===== src/rtl/core/arat_pkg.sv =====
package arat_pkg;

    localparam int ROUTE_ENTRIES_DEF = 8;
    localparam int QUEUE_DEPTH       = 2;
    localparam int Q_PTR_W           = (QUEUE_DEPTH > 1) ? $clog2(QUEUE_DEPTH) : 1;
    localparam int Q_CNT_W           = $clog2(QUEUE_DEPTH + 1);

    localparam int PEER_W = 48;
    localparam int ADDR_W = 32;
    localparam int TIME_W = 64;

    localparam logic OP_OBSERVE = 1'b0;
    localparam logic OP_LOOKUP  = 1'b1;

    localparam logic STATUS_OK   = 1'b0;
    localparam logic STATUS_FAIL = 1'b1;

    localparam logic [7:0] PEER_HEAD = 8'h32;
    localparam logic [3:0] BCD_MAX   = 4'd9;

    typedef struct packed {
        logic              opcode;
        logic              drop;
        logic [PEER_W-1:0] peer;
        logic [ADDR_W-1:0] route_address;
        logic [TIME_W-1:0] now;
    } job_t;

    typedef struct packed {
        logic busy;
        logic scanning;
    } back_stat_t;

    function automatic logic nonzero_bcd(input logic [7:0] b);
        nonzero_bcd = (b != 8'h00) && (b[7:4] <= BCD_MAX) && (b[3:0] <= BCD_MAX);
    endfunction

    function automatic logic peer_ok(input logic [PEER_W-1:0] p);
        peer_ok = (p[47:40] == PEER_HEAD) && nonzero_bcd(p[39:32])
            && nonzero_bcd(p[31:24]) && (p[23:16] == 8'h00)
            && nonzero_bcd(p[15:8]) && (p[7:0] == 8'h00);
    endfunction

endpackage


===== src/rtl/core/arat_front.sv =====
module arat_front (
    input  logic                        in_valid,
    output logic                        in_ready,
    input  logic                        opcode,
    input  logic [arat_pkg::PEER_W-1:0] peer,
    input  logic [arat_pkg::ADDR_W-1:0] route_address,
    input  logic [arat_pkg::TIME_W-1:0] now,
    input  logic                        is_reply,
    input  logic [arat_pkg::TIME_W-1:0] max_age,
    input  logic                        q_full,
    output logic                        q_push,
    output arat_pkg::job_t              q_job
);
    import arat_pkg::*;

    logic well_formed;
    logic drop;

    assign well_formed = peer_ok(peer);

    // items that can never touch the table skip the scan
    always_comb
    begin
        unique case (opcode)
            OP_OBSERVE: drop = !(is_reply && well_formed && (route_address != '0));
            OP_LOOKUP:  drop = !(well_formed && (max_age != '0));
            default:    drop = 1'b1;
        endcase
    end

    assign in_ready = !q_full;
    assign q_push   = in_valid && !q_full;

    always_comb
    begin
        q_job.opcode        = opcode;
        q_job.drop          = drop;
        q_job.peer          = peer;
        q_job.route_address = route_address;
        q_job.now           = now;
    end

endmodule


===== src/rtl/core/arat_queue.sv =====
module arat_queue (
    input  logic                         clk,
    input  logic                         rst_n,
    input  logic                         push,
    input  arat_pkg::job_t               push_job,
    input  logic                         pop,
    output arat_pkg::job_t               pop_job,
    output logic                         full,
    output logic                         not_empty,
    output logic [arat_pkg::Q_CNT_W-1:0] count
);
    import arat_pkg::*;

    job_t               slot_reg [QUEUE_DEPTH];
    logic [Q_PTR_W-1:0] wr_ptr_reg;
    logic [Q_PTR_W-1:0] wr_ptr_next;
    logic [Q_PTR_W-1:0] rd_ptr_reg;
    logic [Q_PTR_W-1:0] rd_ptr_next;
    logic [Q_CNT_W-1:0] count_reg;
    logic [Q_CNT_W-1:0] count_next;
    logic               do_push;
    logic               do_pop;

    assign full      = (count_reg == Q_CNT_W'(QUEUE_DEPTH));
    assign not_empty = (count_reg != '0);
    assign count     = count_reg;
    assign pop_job   = slot_reg[rd_ptr_reg];
    assign do_push   = push && !full;
    assign do_pop    = pop && not_empty;

    always_comb
    begin
        wr_ptr_next = wr_ptr_reg;
        rd_ptr_next = rd_ptr_reg;
        count_next  = count_reg;
        if (do_push)
        begin
            wr_ptr_next = (wr_ptr_reg == Q_PTR_W'(QUEUE_DEPTH - 1)) ? '0 : wr_ptr_reg + 1'b1;
        end
        if (do_pop)
        begin
            rd_ptr_next = (rd_ptr_reg == Q_PTR_W'(QUEUE_DEPTH - 1)) ? '0 : rd_ptr_reg + 1'b1;
        end
        if (do_push && !do_pop)
        begin
            count_next = count_reg + 1'b1;
        end
        else if (do_pop && !do_push)
        begin
            count_next = count_reg - 1'b1;
        end
    end

    always_ff @(posedge clk or negedge rst_n)
    begin
        if (!rst_n)
        begin
            wr_ptr_reg <= '0;
            rd_ptr_reg <= '0;
            count_reg  <= '0;
        end
        else
        begin
            wr_ptr_reg <= wr_ptr_next;
            rd_ptr_reg <= rd_ptr_next;
            count_reg  <= count_next;
        end
    end

    always_ff @(posedge clk)
    begin
        if (do_push)
        begin
            slot_reg[wr_ptr_reg] <= push_job;
        end
    end

endmodule


===== src/rtl/core/arat_back.sv =====
module arat_back #(
    parameter int ROUTE_ENTRIES = arat_pkg::ROUTE_ENTRIES_DEF
) (
    input  logic                        clk,
    input  logic                        rst_n,
    input  logic                        q_not_empty,
    input  arat_pkg::job_t              q_job,
    output logic                        q_pop,
    input  logic [arat_pkg::TIME_W-1:0] max_age,
    output logic                        out_valid,
    input  logic                        out_ready,
    output logic                        status,
    output logic [arat_pkg::ADDR_W-1:0] found_address,
    output arat_pkg::back_stat_t        stat
);
    import arat_pkg::*;

    localparam int IDX_W = (ROUTE_ENTRIES > 1) ? $clog2(ROUTE_ENTRIES) : 1;
    localparam logic [IDX_W-1:0] LAST_IDX = IDX_W'(ROUTE_ENTRIES - 1);

    localparam logic [2:0] S_IDLE  = 3'd0;
    localparam logic [2:0] S_SCAN  = 3'd1;
    localparam logic [2:0] S_FETCH = 3'd2;
    localparam logic [2:0] S_EVAL  = 3'd3;
    localparam logic [2:0] S_DONE  = 3'd4;

    logic [PEER_W-1:0] peer_mem [ROUTE_ENTRIES];
    logic [ADDR_W-1:0] addr_mem [ROUTE_ENTRIES];
    logic [TIME_W-1:0] time_mem [ROUTE_ENTRIES];

    logic [2:0]               state_reg, state_next;
    job_t                     job_reg, job_next;
    logic [IDX_W-1:0]         scan_idx_reg, scan_idx_next;
    logic                     issue_done_reg, issue_done_next;
    logic                     cmp_vld_reg, cmp_vld_next;
    logic [IDX_W-1:0]         cmp_idx_reg, cmp_idx_next;
    logic [IDX_W-1:0]         hit_idx_reg, hit_idx_next;
    logic [IDX_W-1:0]         ptr_reg, ptr_next;
    logic [ROUTE_ENTRIES-1:0] valid_reg, valid_next;
    logic                     res_status_reg, res_status_next;
    logic [ADDR_W-1:0]        res_found_reg, res_found_next;
    logic                     out_valid_reg, out_valid_next;
    logic                     out_status_reg, out_status_next;
    logic [ADDR_W-1:0]        out_found_reg, out_found_next;

    logic [PEER_W-1:0] rd_peer_reg;
    logic [ADDR_W-1:0] rd_addr_reg;
    logic [TIME_W-1:0] rd_time_reg;

    logic [IDX_W-1:0]  rd_idx;
    logic              wr_en;
    logic [IDX_W-1:0]  wr_idx;
    logic              match;
    logic              newer;
    logic [TIME_W-1:0] age;

    assign rd_idx = (state_reg == S_SCAN) ? scan_idx_reg : hit_idx_reg;
    assign match  = cmp_vld_reg && valid_reg[cmp_idx_reg] && (rd_peer_reg == job_reg.peer);
    assign newer  = (job_reg.now >= rd_time_reg);
    assign age    = job_reg.now - rd_time_reg;

    always_comb
    begin
        state_next      = state_reg;
        job_next        = job_reg;
        scan_idx_next   = scan_idx_reg;
        issue_done_next = issue_done_reg;
        cmp_vld_next    = 1'b0;
        cmp_idx_next    = scan_idx_reg;
        hit_idx_next    = hit_idx_reg;
        ptr_next        = ptr_reg;
        valid_next      = valid_reg;
        res_status_next = res_status_reg;
        res_found_next  = res_found_reg;
        out_valid_next  = out_valid_reg && !out_ready;
        out_status_next = out_status_reg;
        out_found_next  = out_found_reg;
        q_pop           = 1'b0;
        wr_en           = 1'b0;
        wr_idx          = hit_idx_reg;

        unique case (state_reg)
            S_IDLE:
            begin
                if (q_not_empty)
                begin
                    q_pop           = 1'b1;
                    job_next        = q_job;
                    res_status_next = STATUS_FAIL;
                    res_found_next  = '0;
                    scan_idx_next   = '0;
                    issue_done_next = 1'b0;
                    state_next      = q_job.drop ? S_DONE : S_SCAN;
                end
            end
            S_SCAN:
            begin
                if (match)
                begin
                    hit_idx_next = cmp_idx_reg;
                    state_next   = S_FETCH;
                end
                else if (cmp_vld_reg && (cmp_idx_reg == LAST_IDX))
                begin
                    // miss: observe takes the round-robin slot
                    if (job_reg.opcode == OP_OBSERVE)
                    begin
                        wr_en              = 1'b1;
                        wr_idx             = ptr_reg;
                        valid_next[ptr_reg] = 1'b1;
                        ptr_next           = (ptr_reg == LAST_IDX) ? '0 : ptr_reg + 1'b1;
                        res_status_next    = STATUS_OK;
                    end
                    state_next = S_DONE;
                end
                else if (!issue_done_reg)
                begin
                    cmp_vld_next = 1'b1;
                    if (scan_idx_reg == LAST_IDX)
                    begin
                        issue_done_next = 1'b1;
                    end
                    else
                    begin
                        scan_idx_next = scan_idx_reg + 1'b1;
                    end
                end
            end
            S_FETCH:
            begin
                state_next = S_EVAL;
            end
            S_EVAL:
            begin
                if (job_reg.opcode == OP_OBSERVE)
                begin
                    if (newer)
                    begin
                        wr_en           = 1'b1;
                        res_status_next = STATUS_OK;
                    end
                end
                else if (newer && (age < max_age))
                begin
                    res_status_next = STATUS_OK;
                    res_found_next  = rd_addr_reg;
                end
                state_next = S_DONE;
            end
            S_DONE:
            begin
                if (!out_valid_reg || out_ready)
                begin
                    out_valid_next  = 1'b1;
                    out_status_next = res_status_reg;
                    out_found_next  = res_found_reg;
                    state_next      = S_IDLE;
                end
            end
            default:
            begin
                state_next = S_IDLE;
            end
        endcase
    end

    always_ff @(posedge clk or negedge rst_n)
    begin
        if (!rst_n)
        begin
            state_reg      <= S_IDLE;
            issue_done_reg <= 1'b0;
            cmp_vld_reg    <= 1'b0;
            ptr_reg        <= '0;
            valid_reg      <= '0;
            out_valid_reg  <= 1'b0;
        end
        else
        begin
            state_reg      <= state_next;
            issue_done_reg <= issue_done_next;
            cmp_vld_reg    <= cmp_vld_next;
            ptr_reg        <= ptr_next;
            valid_reg      <= valid_next;
            out_valid_reg  <= out_valid_next;
        end
    end

    always_ff @(posedge clk)
    begin
        job_reg        <= job_next;
        scan_idx_reg   <= scan_idx_next;
        cmp_idx_reg    <= cmp_idx_next;
        hit_idx_reg    <= hit_idx_next;
        res_status_reg <= res_status_next;
        res_found_reg  <= res_found_next;
        out_status_reg <= out_status_next;
        out_found_reg  <= out_found_next;
    end

    always_ff @(posedge clk)
    begin
        if (wr_en)
        begin
            peer_mem[wr_idx] <= job_reg.peer;
            addr_mem[wr_idx] <= job_reg.route_address;
            time_mem[wr_idx] <= job_reg.now;
        end
    end

    always_ff @(posedge clk)
    begin
        rd_peer_reg <= peer_mem[rd_idx];
        rd_addr_reg <= addr_mem[rd_idx];
        rd_time_reg <= time_mem[rd_idx];
    end

    assign out_valid     = out_valid_reg;
    assign status        = out_status_reg;
    assign found_address = out_found_reg;

    always_comb
    begin
        stat.busy     = (state_reg != S_IDLE);
        stat.scanning = (state_reg == S_SCAN);
    end

endmodule


===== src/rtl/core/aged_address_route_table_core.sv =====
// Route table of up to ROUTE_ENTRIES station-address to IPv4 entries with ageing.
// Items pass a classifier into a two-beat queue; the back end then scans the
// peer memory one entry per cycle and writes back at most one entry. An item
// that cannot touch the table goes from the queue straight to S_DONE; others
// pass S_SCAN, and on a match S_FETCH and S_EVAL, before S_DONE. The scan goes
// serially through the single read port. One item is worked on at a time,
// while the queue and the output register keep both sides moving. The user must
// see that max_age is written only while the block is idle; it is not enforced.
module aged_address_route_table_core #(
    parameter int ROUTE_ENTRIES = arat_pkg::ROUTE_ENTRIES_DEF
) (
    input  logic                        clk,
    input  logic                        rst_n,
    input  logic                        max_age_we,
    input  logic [arat_pkg::TIME_W-1:0] max_age_wdata,
    input  logic                        in_valid,
    output logic                        in_ready,
    input  logic                        opcode,
    input  logic [arat_pkg::PEER_W-1:0] peer,
    input  logic [arat_pkg::ADDR_W-1:0] route_address,
    input  logic [arat_pkg::TIME_W-1:0] now,
    input  logic                        is_reply,
    output logic                        out_valid,
    input  logic                        out_ready,
    output logic                        status,
    output logic [arat_pkg::ADDR_W-1:0] found_address
);
    import arat_pkg::*;

    logic [TIME_W-1:0]  max_age_reg;
    logic               q_push;
    job_t               push_job;
    logic               q_pop;
    job_t               pop_job;
    logic               q_full;
    logic               q_not_empty;
    logic [Q_CNT_W-1:0] q_count;
    back_stat_t         back_stat;

    always_ff @(posedge clk or negedge rst_n)
    begin
        if (!rst_n)
        begin
            max_age_reg <= '0;
        end
        else if (max_age_we)
        begin
            max_age_reg <= max_age_wdata;
        end
    end

    arat_front u_front (
        .in_valid      (in_valid),
        .in_ready      (in_ready),
        .opcode        (opcode),
        .peer          (peer),
        .route_address (route_address),
        .now           (now),
        .is_reply      (is_reply),
        .max_age       (max_age_reg),
        .q_full        (q_full),
        .q_push        (q_push),
        .q_job         (push_job)
    );

    arat_queue u_queue (
        .clk       (clk),
        .rst_n     (rst_n),
        .push      (q_push),
        .push_job  (push_job),
        .pop       (q_pop),
        .pop_job   (pop_job),
        .full      (q_full),
        .not_empty (q_not_empty),
        .count     (q_count)
    );

    arat_back #(
        .ROUTE_ENTRIES (ROUTE_ENTRIES)
    ) u_back (
        .clk           (clk),
        .rst_n         (rst_n),
        .q_not_empty   (q_not_empty),
        .q_job         (pop_job),
        .q_pop         (q_pop),
        .max_age       (max_age_reg),
        .out_valid     (out_valid),
        .out_ready     (out_ready),
        .status        (status),
        .found_address (found_address),
        .stat          (back_stat)
    );

`ifndef SYNTHESIS
    a_fail_no_address: assert property (@(posedge clk) disable iff (!rst_n)
        (out_valid && (status == STATUS_FAIL)) |-> (found_address == '0))
        else $error("failed result carries an address");

    a_idle_pops: assert property (@(posedge clk) disable iff (!rst_n)
        (!back_stat.busy && q_not_empty) |=> back_stat.busy)
        else $error("back end left a queued beat waiting");

    a_stall_full: assert property (@(posedge clk) disable iff (!rst_n)
        !in_ready |-> (q_count == Q_CNT_W'(QUEUE_DEPTH)))
        else $error("input stalled with room in the queue");
`endif

endmodule

===== config.mk =====
export PLATFORM = sky130hd
export DESIGN_NAME = aged_address_route_table_core
export DESIGN_NICKNAME = d
export VERILOG_FILES = /design/src/rtl/core/arat_pkg.sv /design/src/rtl/core/arat_front.sv /design/src/rtl/core/arat_queue.sv /design/src/rtl/core/arat_back.sv /design/src/rtl/core/aged_address_route_table_core.sv
export SDC_FILE = /design/constraint.sdc
export NUM_CORES = 2
export LEC_CHECK = 0
export BUFFER_PORTS_ARGS = -buffer_cell sky130_fd_sc_hd__buf_2
export CAP_MARGIN = 20
export CORE_ASPECT_RATIO = 2
export CORE_MARGIN = 1
export CORE_UTILIZATION = 55
export DETAILED_ROUTE_END_ITERATION = 8
export GPL_ROUTABILITY_DRIVEN = 1
export PLACE_DENSITY = 0.77
export SLEW_MARGIN = 20
export SYNTH_ARGS = -nofsm -noshare
export SYNTH_HDL_FRONTEND = slang
export SYNTH_HIERARCHICAL = 1
export SYNTH_SLANG_ARGS = --single-unit

===== constraint.sdc =====
create_clock -name clk -period 19.8 [get_ports clk]
set_input_delay 1.98 -clock clk [delete_from_list [all_inputs] [get_ports clk]]
set_output_delay 1.98 -clock clk [all_outputs]
set_load 0.05 [all_outputs]

==> qor.csv <==
metric,value,unit
outcome,"complete, no violations",
cp.arrival,7780,ps
hp-start,u_back/res_found_reg[31],
area.sequential,55000,sq um
maxCapViolCount,0,
io_pins,250,
fp-row-count,191,
fin_crit,7380,ps
numCtsBuffers,166,
routed_wl,161000,um
slew_viol_final,0,
ir_drop,0.0000909,V
fin_worst_skew,49.3,ps
dp_hpwl,96900,um
syn_inst,3936,
die_h,524,um
drc,0,
num-nets-final,4477,
cp_num_cells,24,
crit_chain,inv_1 -> ha_1 -> inv_1 -> fa_1 -> a21o_1 -> a221oi_1 -> o221ai_1 -> a21oi_1 -> nor3_1 -> o31ai_1 -> o21ai_1 -> a311oi_1 -> xnor2_1 -> ha_1 -> nand4_1 -> nor2_1 -> and4_1 -> nand3_1 -> nor3_1 -> a221o_1 -> a21oi_1 -> or4b_2 -> o31ai_4 -> buf_4,
path_delay_family,compound AO/OA/AOI/OAI gates,
syn-cell-area,75100,sq um
multi_input_area,17800,sq um
ctsResizeCount,0,
clock_path_buffers,4,
setup_viol,0,
clk_pin_slew,70,ps
first_pass_iters,5,
ys_warn_count,6,
hold_class,flip-flop to flip-flop,
drtIter0Drc,2639,
min_to,u_back/found_address[31],
worst_slew_pin_slew,1110,ps
finalSetupTns,0,ps
largest_register_ffs,512,
post-route-period-util,0.373,
start_util,0.554,
final-instance-count-excl-fill,5998,
final_common_cell,edfxtp_1,
worstSetupStartpointType,flip-flop,
vias,36288,
drt-wirelength-per-cell,26.9,um
syn_area_per_cell,19.1,sq um
area_delta_synth_final,10.3,%
rsz0062_at_grt,false,
ctsRootBufferMaster,clkbuf_16,
cts_hold_buf,0,
syn_nets,4284,
pwr_density_cell,148,nW/um^2
required,20200,ps
path_class,flip-flop to flip-flop,
hold_depth,0,
antenna_found_initial,3,
final_cell_mix,"1661 x edfxtp_1, 297 x mux2_2, 290 x mux4_2",
htree_num_levels,4,
ant_nets,0,
r2r_start,u_back/job_reg[0],
grt_first_pass_wirelength,240000,um
critPathSlowestCell,or4b_2,
drive_gt1_frac,0.292,
crit_buf_inv,3,
critPathMaxStageDelay,720,ps
max_slew_margin,0.251,
reg2reg_depth,24,
end_kind,flip-flop,
r2r_end,u_back/res_found_reg[14],
grt_max_degree,129,
critPathMaxFanout,32,
rrSetupSlack,12420,ps
io_buffers,249,
clock_sinks,1893,
cts_tree,yes,
dieArea,138000,sq um
die_w,263,um
fmax,0.135,GHz
cts_setup_buffers,0,
clock_latency,800,ps
fillers,9330,
track_usage,0.236,
finalHoldViolCount,0,
gp_congestion,0.995,
core_area,136000,sq um
overflow,0,
place_inst,5698,
grt_pass1_vias,38808,
p_leak,28.8,nW
viasPerCell,6.05,
[layer usage]
metal | GRT usage | part of all wire | wire (um)
met2 | 0.433 | 0.54 | 87400
met3 | 0.0275 | 0.049 | 7870
met5 | 0 | 0.000081 | 13
met4 | 0.102 | 0.043 | 6920
met1 | 0.277 | 0.37 | 59200
[layout make-up]
| class | instances | area share |
|---|---|---|
| antenna | 2 | 0.0000605 |
| clock buffer | 219 | 0.0553 |
| clock inverter | 79 | 0.0118 |
| inverter | 159 | 0.00727 |
| multi-input combinational | 1600 | 0.215 |
| sequential | 1893 | 0.664 |
| tap | 1737 | 0.0263 |
| timing repair buffer | 309 | 0.0208 |
[worst max-delay path by stage]
| stage | start | to | slack, ps |
|---|---|---|---|
| 2_1_floorplan | u_back/job_reg[36] | u_back/addr_mem[5][0] | 5560 |
| 3_3_place_gp | u_back/job_reg[0] | u_back/res_found_reg[18] | 12670 |
| 5_1_grt | u_back/job_reg[0] | u_back/res_found_reg[13] | 12180 |
| 4_1_cts | u_back/job_reg[0] | u_back/res_found_reg[13] | 12510 |
| 6_report | u_back/job_reg[0] | u_back/res_found_reg[14] | 12420 |
| 3_5_place_dp | u_back/job_reg[0] | u_back/res_found_reg[18] | 12540 |
[power breakdown]
group	leakage [nW]	internal, mW	switching [mW]
Combinational	8.71	1.17	1.94
Sequential	17.4	5.35	0.502
Clock	2.69	1.89	1.41
Total	28.8	8.41	3.85
[per-stage QoR]
step / worst slack, ps / utilization / cell area (sq um) / hold WS, ps / total power, mW
detailed placement: 12540 / 0.570 / 77200 / 405 / 8.99
CTS: 12510 / 0.611 / 82800 / 418 / 12.3
floorplan: 5560 / - / 75100 / 374 / 7.95
global route: 12180 / 0.611 / 82800 / 426 / 12.8
finish: 12420 / 0.611 / 82800 / 418 / 12.3
global placement: 12670 / 0.570 / 77200 / 405 / 8.90
(Power assumes the default switching activity.)
